$ cat src/rtl/core/tkst_pkg.sv
// Shared constants for the top-K stream tracker.
package tkst_pkg;

  // Default number of held values.
  localparam int TOP_K_DEF = 3;

  // Width of one value word.
  localparam int WORD_W = 32;

  // Input operation codes.
  localparam logic OP_OFFER  = 1'b0;
  localparam logic OP_REPORT = 1'b1;

endpackage

$ cat src/rtl/core/top_k_stream_tracker_top.sv
// Top-K stream tracker: min-heap of the largest values in one synchronous memory.
//
// Holds the TOP_K largest signed 32-bit values offered so far in a binary
// min-heap kept in a memory with one read port, one write port and a
// registered read. One input word is taken at a time. An offer not above the
// root of a full heap is dropped; one into an empty heap goes straight to
// the place step. While the heap fills, an offer reads and compares each
// parent it may move past, then places the value. Once the heap is full, a
// replacement reads the left child, reads the right child and compares for
// each level whose children are compared, takes one more step when the hole
// reaches a leaf, and then places the value. For each result word of a
// report, the n held values are read, one compare step follows and the word
// is handed over when the output is not stalled. An empty report gives one
// word flagged empty. The next input word is taken in the cycle after the
// last result word of a report leaves. No clearing pass is needed after
// reset.
module top_k_stream_tracker_top
  import tkst_pkg::*;
#(
  parameter int TOP_K = TOP_K_DEF
) (
  input  logic                     clk,
  input  logic                     rst,
  input  logic                     in_valid,
  output logic                     in_stall,
  input  logic                     op,
  input  logic signed [WORD_W-1:0] value,
  output logic                     out_valid,
  input  logic                     out_stall,
  output logic signed [WORD_W-1:0] item,
  output logic                     empty_res,
  output logic                     last
);

  // Address, count and child-index widths.
  localparam int AW = (TOP_K > 1) ? $clog2(TOP_K) : 1;
  localparam int CW = $clog2(TOP_K + 1);
  localparam int IW = ((AW + 2) > CW) ? (AW + 2) : CW;

  typedef enum logic [9:0] {
    S_IDLE   = 10'b00_0000_0001,
    S_UP_RD  = 10'b00_0000_0010,
    S_UP_CMP = 10'b00_0000_0100,
    S_DN_L   = 10'b00_0000_1000,
    S_DN_R   = 10'b00_0001_0000,
    S_DN_CMP = 10'b00_0010_0000,
    S_FIN    = 10'b00_0100_0000,
    S_SCAN   = 10'b00_1000_0000,
    S_TAIL   = 10'b01_0000_0000,
    S_OUT    = 10'b10_0000_0000
  } state_t;

  state_t state;
  state_t state_next;

  // Heap memory and its ports.
  logic signed [WORD_W-1:0] heap_mem [TOP_K];
  logic signed [WORD_W-1:0] rdata;
  logic        [AW-1:0]     raddr;
  logic                     we;
  logic        [AW-1:0]     waddr;
  logic signed [WORD_W-1:0] wdata;

  // Heap control.
  logic        [CW-1:0]     count;
  logic signed [WORD_W-1:0] root;
  logic        [AW-1:0]     pos;
  logic signed [WORD_W-1:0] cur;
  logic signed [WORD_W-1:0] ldata;

  // Report scan.
  logic        [AW-1:0]     scan_idx;
  logic                     cmp_v;
  logic        [AW-1:0]     cmp_idx;
  logic signed [WORD_W-1:0] best_val;
  logic        [AW-1:0]     best_idx;
  logic                     best_valid;
  logic signed [WORD_W-1:0] prev_val;
  logic        [AW-1:0]     prev_idx;
  logic                     have_prev;
  logic        [CW-1:0]     rank;
  logic                     empty_q;

  // Derived indexes.
  logic [AW-1:0] parent_idx;
  logic [IW-1:0] left_w;
  logic [IW-1:0] right_w;
  logic          left_ok;
  logic          right_ok;
  logic          pick_right;
  logic signed [WORD_W-1:0] child_val;
  logic [AW-1:0] child_idx;
  logic          cand;
  logic          in_acc;
  logic          out_acc;
  logic          last_word;

  assign in_acc     = in_valid && !in_stall;
  assign out_acc    = out_valid && !out_stall;
  assign parent_idx = (pos - AW'(1)) >> 1;
  assign left_w     = IW'({pos, 1'b1});
  assign right_w    = left_w + IW'(1);
  assign left_ok    = left_w < IW'(count);
  assign right_ok   = right_w < IW'(count);
  assign pick_right = right_ok && (rdata < ldata);
  assign child_val  = pick_right ? rdata : ldata;
  assign child_idx  = pick_right ? right_w[AW-1:0] : left_w[AW-1:0];

  // Entry is above the previous result (tie: higher index), below the best so far.
  assign cand = (!have_prev || (rdata > prev_val) ||
                 ((rdata == prev_val) && (cmp_idx > prev_idx))) &&
                (!best_valid || (rdata < best_val));

  assign last_word = empty_q || ((rank + CW'(1)) == count);

  // Outputs.
  assign in_stall  = (state != S_IDLE);
  assign out_valid = (state == S_OUT);
  assign item      = best_val;
  assign empty_res = empty_q;
  assign last      = last_word;

  // Memory read address per state.
  always_comb begin
    unique case (state)
      S_UP_RD: raddr = parent_idx;
      S_DN_L:  raddr = left_w[AW-1:0];
      S_DN_R:  raddr = right_w[AW-1:0];
      S_SCAN:  raddr = scan_idx;
      default: raddr = pos;
    endcase
  end

  // Memory write: move a child or parent into the hole, or place the carried value.
  always_comb begin
    we    = 1'b0;
    waddr = pos;
    wdata = cur;
    unique case (state)
      S_UP_CMP: begin
        if (cur < rdata) begin
          we    = 1'b1;
          wdata = rdata;
        end
      end
      S_DN_CMP: begin
        if (child_val < cur) begin
          we    = 1'b1;
          wdata = child_val;
        end
      end
      S_FIN: begin
        we = 1'b1;
      end
      default: ;
    endcase
  end

  // Synchronous memory.
  always_ff @(posedge clk) begin
    if (we) begin
      heap_mem[waddr] <= wdata;
    end
    rdata <= heap_mem[raddr];
  end

  // Next state.
  always_comb begin
    state_next = state;
    unique case (state)
      S_IDLE: begin
        if (in_acc) begin
          if (op == OP_REPORT) begin
            state_next = (count == '0) ? S_OUT : S_SCAN;
          end else if (count < CW'(TOP_K)) begin
            state_next = (count == '0) ? S_FIN : S_UP_RD;
          end else if (value > root) begin
            state_next = S_DN_L;
          end
        end
      end
      S_UP_RD:  state_next = S_UP_CMP;
      S_UP_CMP: begin
        if ((cur < rdata) && (parent_idx != '0)) begin
          state_next = S_UP_RD;
        end else begin
          state_next = S_FIN;
        end
      end
      S_DN_L:   state_next = left_ok ? S_DN_R : S_FIN;
      S_DN_R:   state_next = S_DN_CMP;
      S_DN_CMP: state_next = (child_val < cur) ? S_DN_L : S_FIN;
      S_FIN:    state_next = S_IDLE;
      S_SCAN: begin
        if (CW'(scan_idx) + CW'(1) == count) begin
          state_next = S_TAIL;
        end
      end
      S_TAIL:   state_next = S_OUT;
      S_OUT: begin
        if (out_acc) begin
          state_next = last_word ? S_IDLE : S_SCAN;
        end
      end
      default:  state_next = S_IDLE;
    endcase
  end

  // Control registers.
  always_ff @(posedge clk) begin
    if (rst) begin
      state <= S_IDLE;
      count <= '0;
      cmp_v <= 1'b0;
    end else begin
      state <= state_next;
      if (state == S_IDLE && in_acc && op == OP_OFFER && count < CW'(TOP_K)) begin
        count <= count + CW'(1);
      end
      cmp_v <= (state == S_SCAN);
    end
  end

  // Heap datapath: carry the value and track the hole.
  always_ff @(posedge clk) begin
    if (we && waddr == '0) begin
      root <= wdata;
    end
    unique case (state)
      S_IDLE: begin
        cur <= value;
        pos <= (count < CW'(TOP_K)) ? count[AW-1:0] : '0;
      end
      S_UP_CMP: begin
        if (cur < rdata) begin
          pos <= parent_idx;
        end
      end
      S_DN_R: begin
        ldata <= rdata;
      end
      S_DN_CMP: begin
        if (child_val < cur) begin
          pos <= child_idx;
        end
      end
      default: ;
    endcase
  end

  // Report datapath: select the next value in ascending order.
  always_ff @(posedge clk) begin
    cmp_idx <= scan_idx;
    if (cmp_v && cand) begin
      best_val   <= rdata;
      best_idx   <= cmp_idx;
      best_valid <= 1'b1;
    end
    unique case (state)
      S_IDLE: begin
        scan_idx   <= '0;
        best_valid <= 1'b0;
        have_prev  <= 1'b0;
        rank       <= '0;
        empty_q    <= (count == '0);
        best_val   <= '0;
      end
      S_SCAN: begin
        scan_idx <= scan_idx + AW'(1);
      end
      S_OUT: begin
        if (out_acc) begin
          prev_val   <= best_val;
          prev_idx   <= best_idx;
          have_prev  <= 1'b1;
          rank       <= rank + CW'(1);
          scan_idx   <= '0;
          best_valid <= 1'b0;
        end
      end
      default: ;
    endcase
  end

  // Checks.
  a_count_bound: assert property (@(posedge clk) disable iff (rst)
    count <= CW'(TOP_K))
    else $error("held count above capacity");

  a_empty_last: assert property (@(posedge clk) disable iff (rst)
    out_valid && empty_res |-> last && (count == '0))
    else $error("empty result not final or set not empty");

  a_last_frees: assert property (@(posedge clk) disable iff (rst)
    out_valid && !out_stall && last |=> !in_stall)
    else $error("input not released after final result word");

  a_report_busy: assert property (@(posedge clk) disable iff (rst)
    in_valid && !in_stall && (op == OP_REPORT) |=> in_stall)
    else $error("report did not hold off input");

  a_no_out_offer: assert property (@(posedge clk) disable iff (rst)
    in_valid && !in_stall && (op == OP_OFFER) |=> !out_valid)
    else $error("offer produced a result word");

endmodule

$ cat config.mk
export PLATFORM = sky130hd
export DESIGN_NAME = top_k_stream_tracker_top
export DESIGN_NICKNAME = d
export VERILOG_FILES = /design/src/rtl/core/tkst_pkg.sv /design/src/rtl/core/top_k_stream_tracker_top.sv
export SDC_FILE = /design/constraint.sdc
export NUM_CORES = 1
export LEC_CHECK = 0
export ABC_AREA = 1
export ABC_CLOCK_PERIOD_IN_PS = 8800
export BUFFER_PORTS_ARGS = -buffer_cell sky130_fd_sc_hd__buf_2
export CORE_MARGIN = 2
export CORE_UTILIZATION = 40
export DETAILED_ROUTE_END_ITERATION = 12
export PLACE_DENSITY = 0.57
export SYNTH_ARGS = -nofsm -noshare
export SYNTH_HDL_FRONTEND = slang
export SYNTH_SLANG_ARGS = --single-unit
$ cat constraint.sdc
create_clock -name clk -period 8.8 [get_ports clk]
set_input_delay 0.44 -clock clk [delete_from_list [all_inputs] [get_ports clk]]
set_output_delay 0.44 -clock clk [all_outputs]
set_load 0.05 [all_outputs]
==> run_results.csv <==
group,metric,value,unit
synthesis,syn_area_per_cell,9.085,um^2
timing,fin_setup_tns,0,ns
drt,first_iter_violations,1177,
drt,drtPass1Iterations,6,
run,maxCapViolations,0,
timing,hold_ws,0.04963,ns
synthesis,seq_area_frac_synth,47.78,%
global_routing,antenna_found_initial,2,
cts,clockBufferDepth,3,
worst_setup_path,worstPathRequired,9.03,ns
timing,final_max_slew_viol_count,0,
floorplanning,die_h,205.1,um
floorplanning,io_pins,73,
timing,tightest_slew,1.136,ns
synthesis,synth.top_cell.area_share,37.88,%
synthesis,synth_common_cells,"nand2_1, inv_1, edfxtp_1",
drt,num_vias,12433,
synthesis,synth_edf_count,204,
floorplanning,coreArea,39820,um^2
synthesis,async_flop_share,0,%
cells_and_area,diodes,0,
cts,cts_made_buffers,31,
synthesis,synth_warnings,0,
timing,period_minus_slack,5.840,ns
synthesis,yosysTopAreaCell,"edfxtp_1",
cts,cts_root_buf,"clkbuf_16",
synthesis,netlist_area,16170,um^2
worst_setup_path,ff2ff_setup_slack,2.96,ns
timing,final-hold-violation-count,0,
global_routing,grt-ovfl-total,0,
placement,place.port_buffers,72,
floorplanning,chipWidth,205.1,um
worst_setup_path,crit_arrival,6.07,ns
floorplanning,start_util,40.61,%
synthesis,synth_seq_cells,284,
cells_and_area,drive_gt1_share,8.707,%
cts,postCtsSetupRepairBufs,0,
floorplanning,design.die.area,42050,um^2
cts,clk_latency,0.59,ns
cts,ctsResizeCount,0,
timing,finalSetupViolations,0,
timing,max_freq,171.2,MHz
power,peakVddDrop,0.1989,mV
timing,setup_ws,2.960,ns
cells_and_area,area_growth_syn_to_layout,12.67,%
cells_and_area,finalNonFillerCells,2397,
worst_setup_path,path_class,"reg -> reg",
drt,postRouteAntennaNets,0,
cts,ctsHoldBuffers,0,
synthesis,yosysMostFrequentCell,"nand2_1",
synthesis,synth_top_cells_by_area,"edfxtp_1, ha_1, dfxtp_1, nand2_1, inv_1",
worst_hold_path,hold_path.class,"in -> reg",
floorplanning,row_count,73,
timing,period_share,66.36,%
timing,relSlewSlack,24.16,%
worst_setup_path,path_max_fanout,64,
worst_setup_path,endpoint_kind,"register",
synthesis,syn-num-nets,2017,
cts,cts_tree,"yes",
synthesis,postSynthCellCount,1780,
synthesis,ys_types,44,
power,cellLeakagePower,8.156,nW
global_routing,grt_use_total,20.34,%
worst_setup_path,start_kind,"register",
cts,htree_levels,1,
global_routing,grt_pass1_wl,66310,um
cells_and_area,final_nets,2084,
cts,cts.reportedPaths.clkPinSlew,0.06,ns
drt,viasPerCell,5.187,
cells_and_area,design_area,18220,um^2
placement,dp_cells,2339,
status,outcome,"finished clean",
placement,dpl_cell_area,17120,um^2
drt,drc,0,
cts,cts_sinks,284,
placement,gp_congestion,0.9250,
placement,dp_hpwl,31740,um
drt,wl_per_cell,17.64,um
power,powerDensity,339.1,nW/um^2
timing,fin_skew,0.02518,ns
drt,wl,42280,um
timing,rsz0062_at_grt,"false",
global_routing,grt_max_degree,65,
synthesis,yosys_most_used_dff,"edfxtp_1",
global_routing,first_global_vias,11744,
cells_and_area,fillers,3882,
placement,dpl_worst_slack,3.020,ns
per-layer routing:
| metal | global-route usage, % | share of wire [%] | wire [um] |
|---|---|---|---|
| met2 | 29.24 | 40 | 17100 |
| met4 | 4.651 | 1.6 | 679 |
| met1 | 31.68 | 52 | 21780 |
| met5 | 0 | 0 | 0 |
| met3 | 3.229 | 6.4 | 2713 |
final timing paths:
check | from | endpoint | cells after the start
setup / recovery | rdata[15] | heap_mem[0][12] | 26
hold / removal | value[1] | cur[1] | 1
setup reg to reg | rdata[15] | heap_mem[0][12] | 26
hold reg to reg | best_idx[1] | prev_idx[1] | 0
per-stage QoR:
stage	utilization, %	power [mW]
6_report	45.76	6.178
3_5_place_dp	42.98	4.774
4_1_cts	45.76	6.191
3_3_place_gp	42.98	4.710
5_1_grt	45.76	6.655
2_1_floorplan	-	3.959
placed cells by master (no fill, tap or decap), types with 3 or more instances in the layout:
cell type	count
nand2_1	327
inv_1	293
edfxtp_1	204
ha_1	200
a21oi_1	124
nand3_1	122
nor2_1	91
o21ai_0	87
dfxtp_1	80
buf_2	72
o211ai_1	39
a31oi_1	36
clkbuf_16	32
nor3_1	21
nand4_1	20
buf_4	15
a211oi_1	12
clkbuf_8	8
nor4_1	7
clkbuf_1	6
a21o_1	5
o21a_1	4
o221ai_1	4
xnor2_1	4
bufinv_16	4
nand3b_1	3
nand2_2	3
nand2_4	3
a221oi_1	3
nor3_2	3
or2_2	3
nor2_2	3
clkinv_2	3
sequential cells by signal (all words and copies together) (netlist names):
name        flops
heap_mem       96
state          10
best_valid      1
have_prev       1
prev_idx        2
prev_val       32
cur            32
item           32
count           2
rdata          32
scan_idx        2
cmp_v           1
cmp_idx         2
rank            2
pos             2
ldata          32
best_idx        2
empty_res       1
logic make-up (layout without fill, tap and decap cells):
family / count (synthesis) / after routing / share of synthesized area [%]
and+or+nand+nor: 613 / 613 / 16.26
buffers and inverters: 348 / 440 / 8.333
AOI/OAI and AO/OA: 329 / 329 / 11.83
DFF: 284 / 284 / 47.78
adders and majority gates: 200 / 200 / 15.47
xor gates and xnor gates: 6 / 6 / 0.3249
worst max-delay path, cell delays in order, from the launching register on:
cell      delay, ns
dfxtp_1        0.46
ha_1           0.30
nand2_1        0.10
inv_1          0.04
nand3_1        0.09
inv_1          0.06
a21oi_1        0.13
nand2_1        0.11
nand2_1        0.10
nand3_1        0.11
nand3_2        0.11
buf_4          0.49
nand2_1        0.13
o21ai_0        0.15
ha_1           0.30
a21oi_1        0.16
nor2_1         0.06
a211oi_1       0.25
o221ai_1       0.18
a21oi_1        0.44
nand3_4        0.41
nand2_4        0.43
nand2_1        0.13
nand2_1        0.10
inv_1          0.09
nor2_2         0.09
buf_4          0.41
final cells by class:
cell class              count  area, um^2  area share [%]
clock buffers              46       933.4           5.123
clock inverters            12       171.4          0.9407
inverters                 295        1107           6.077
multi-input cells        1148        7152           39.25
flip-flops and latches    284        7727           42.41
well taps                 525       656.9           3.605
repair buffers             87       473.0           2.596
where the power goes:
group	leakage, nW	total [mW]	internal, mW	switching [mW]
clock	0.538	1.40	0.848	0.549
combinational	5.07	2.71	0.854	1.86
sequential	2.55	2.07	1.77	0.302
total	8.16	6.18	3.47	2.71
(Power assumes the default switching activity.)
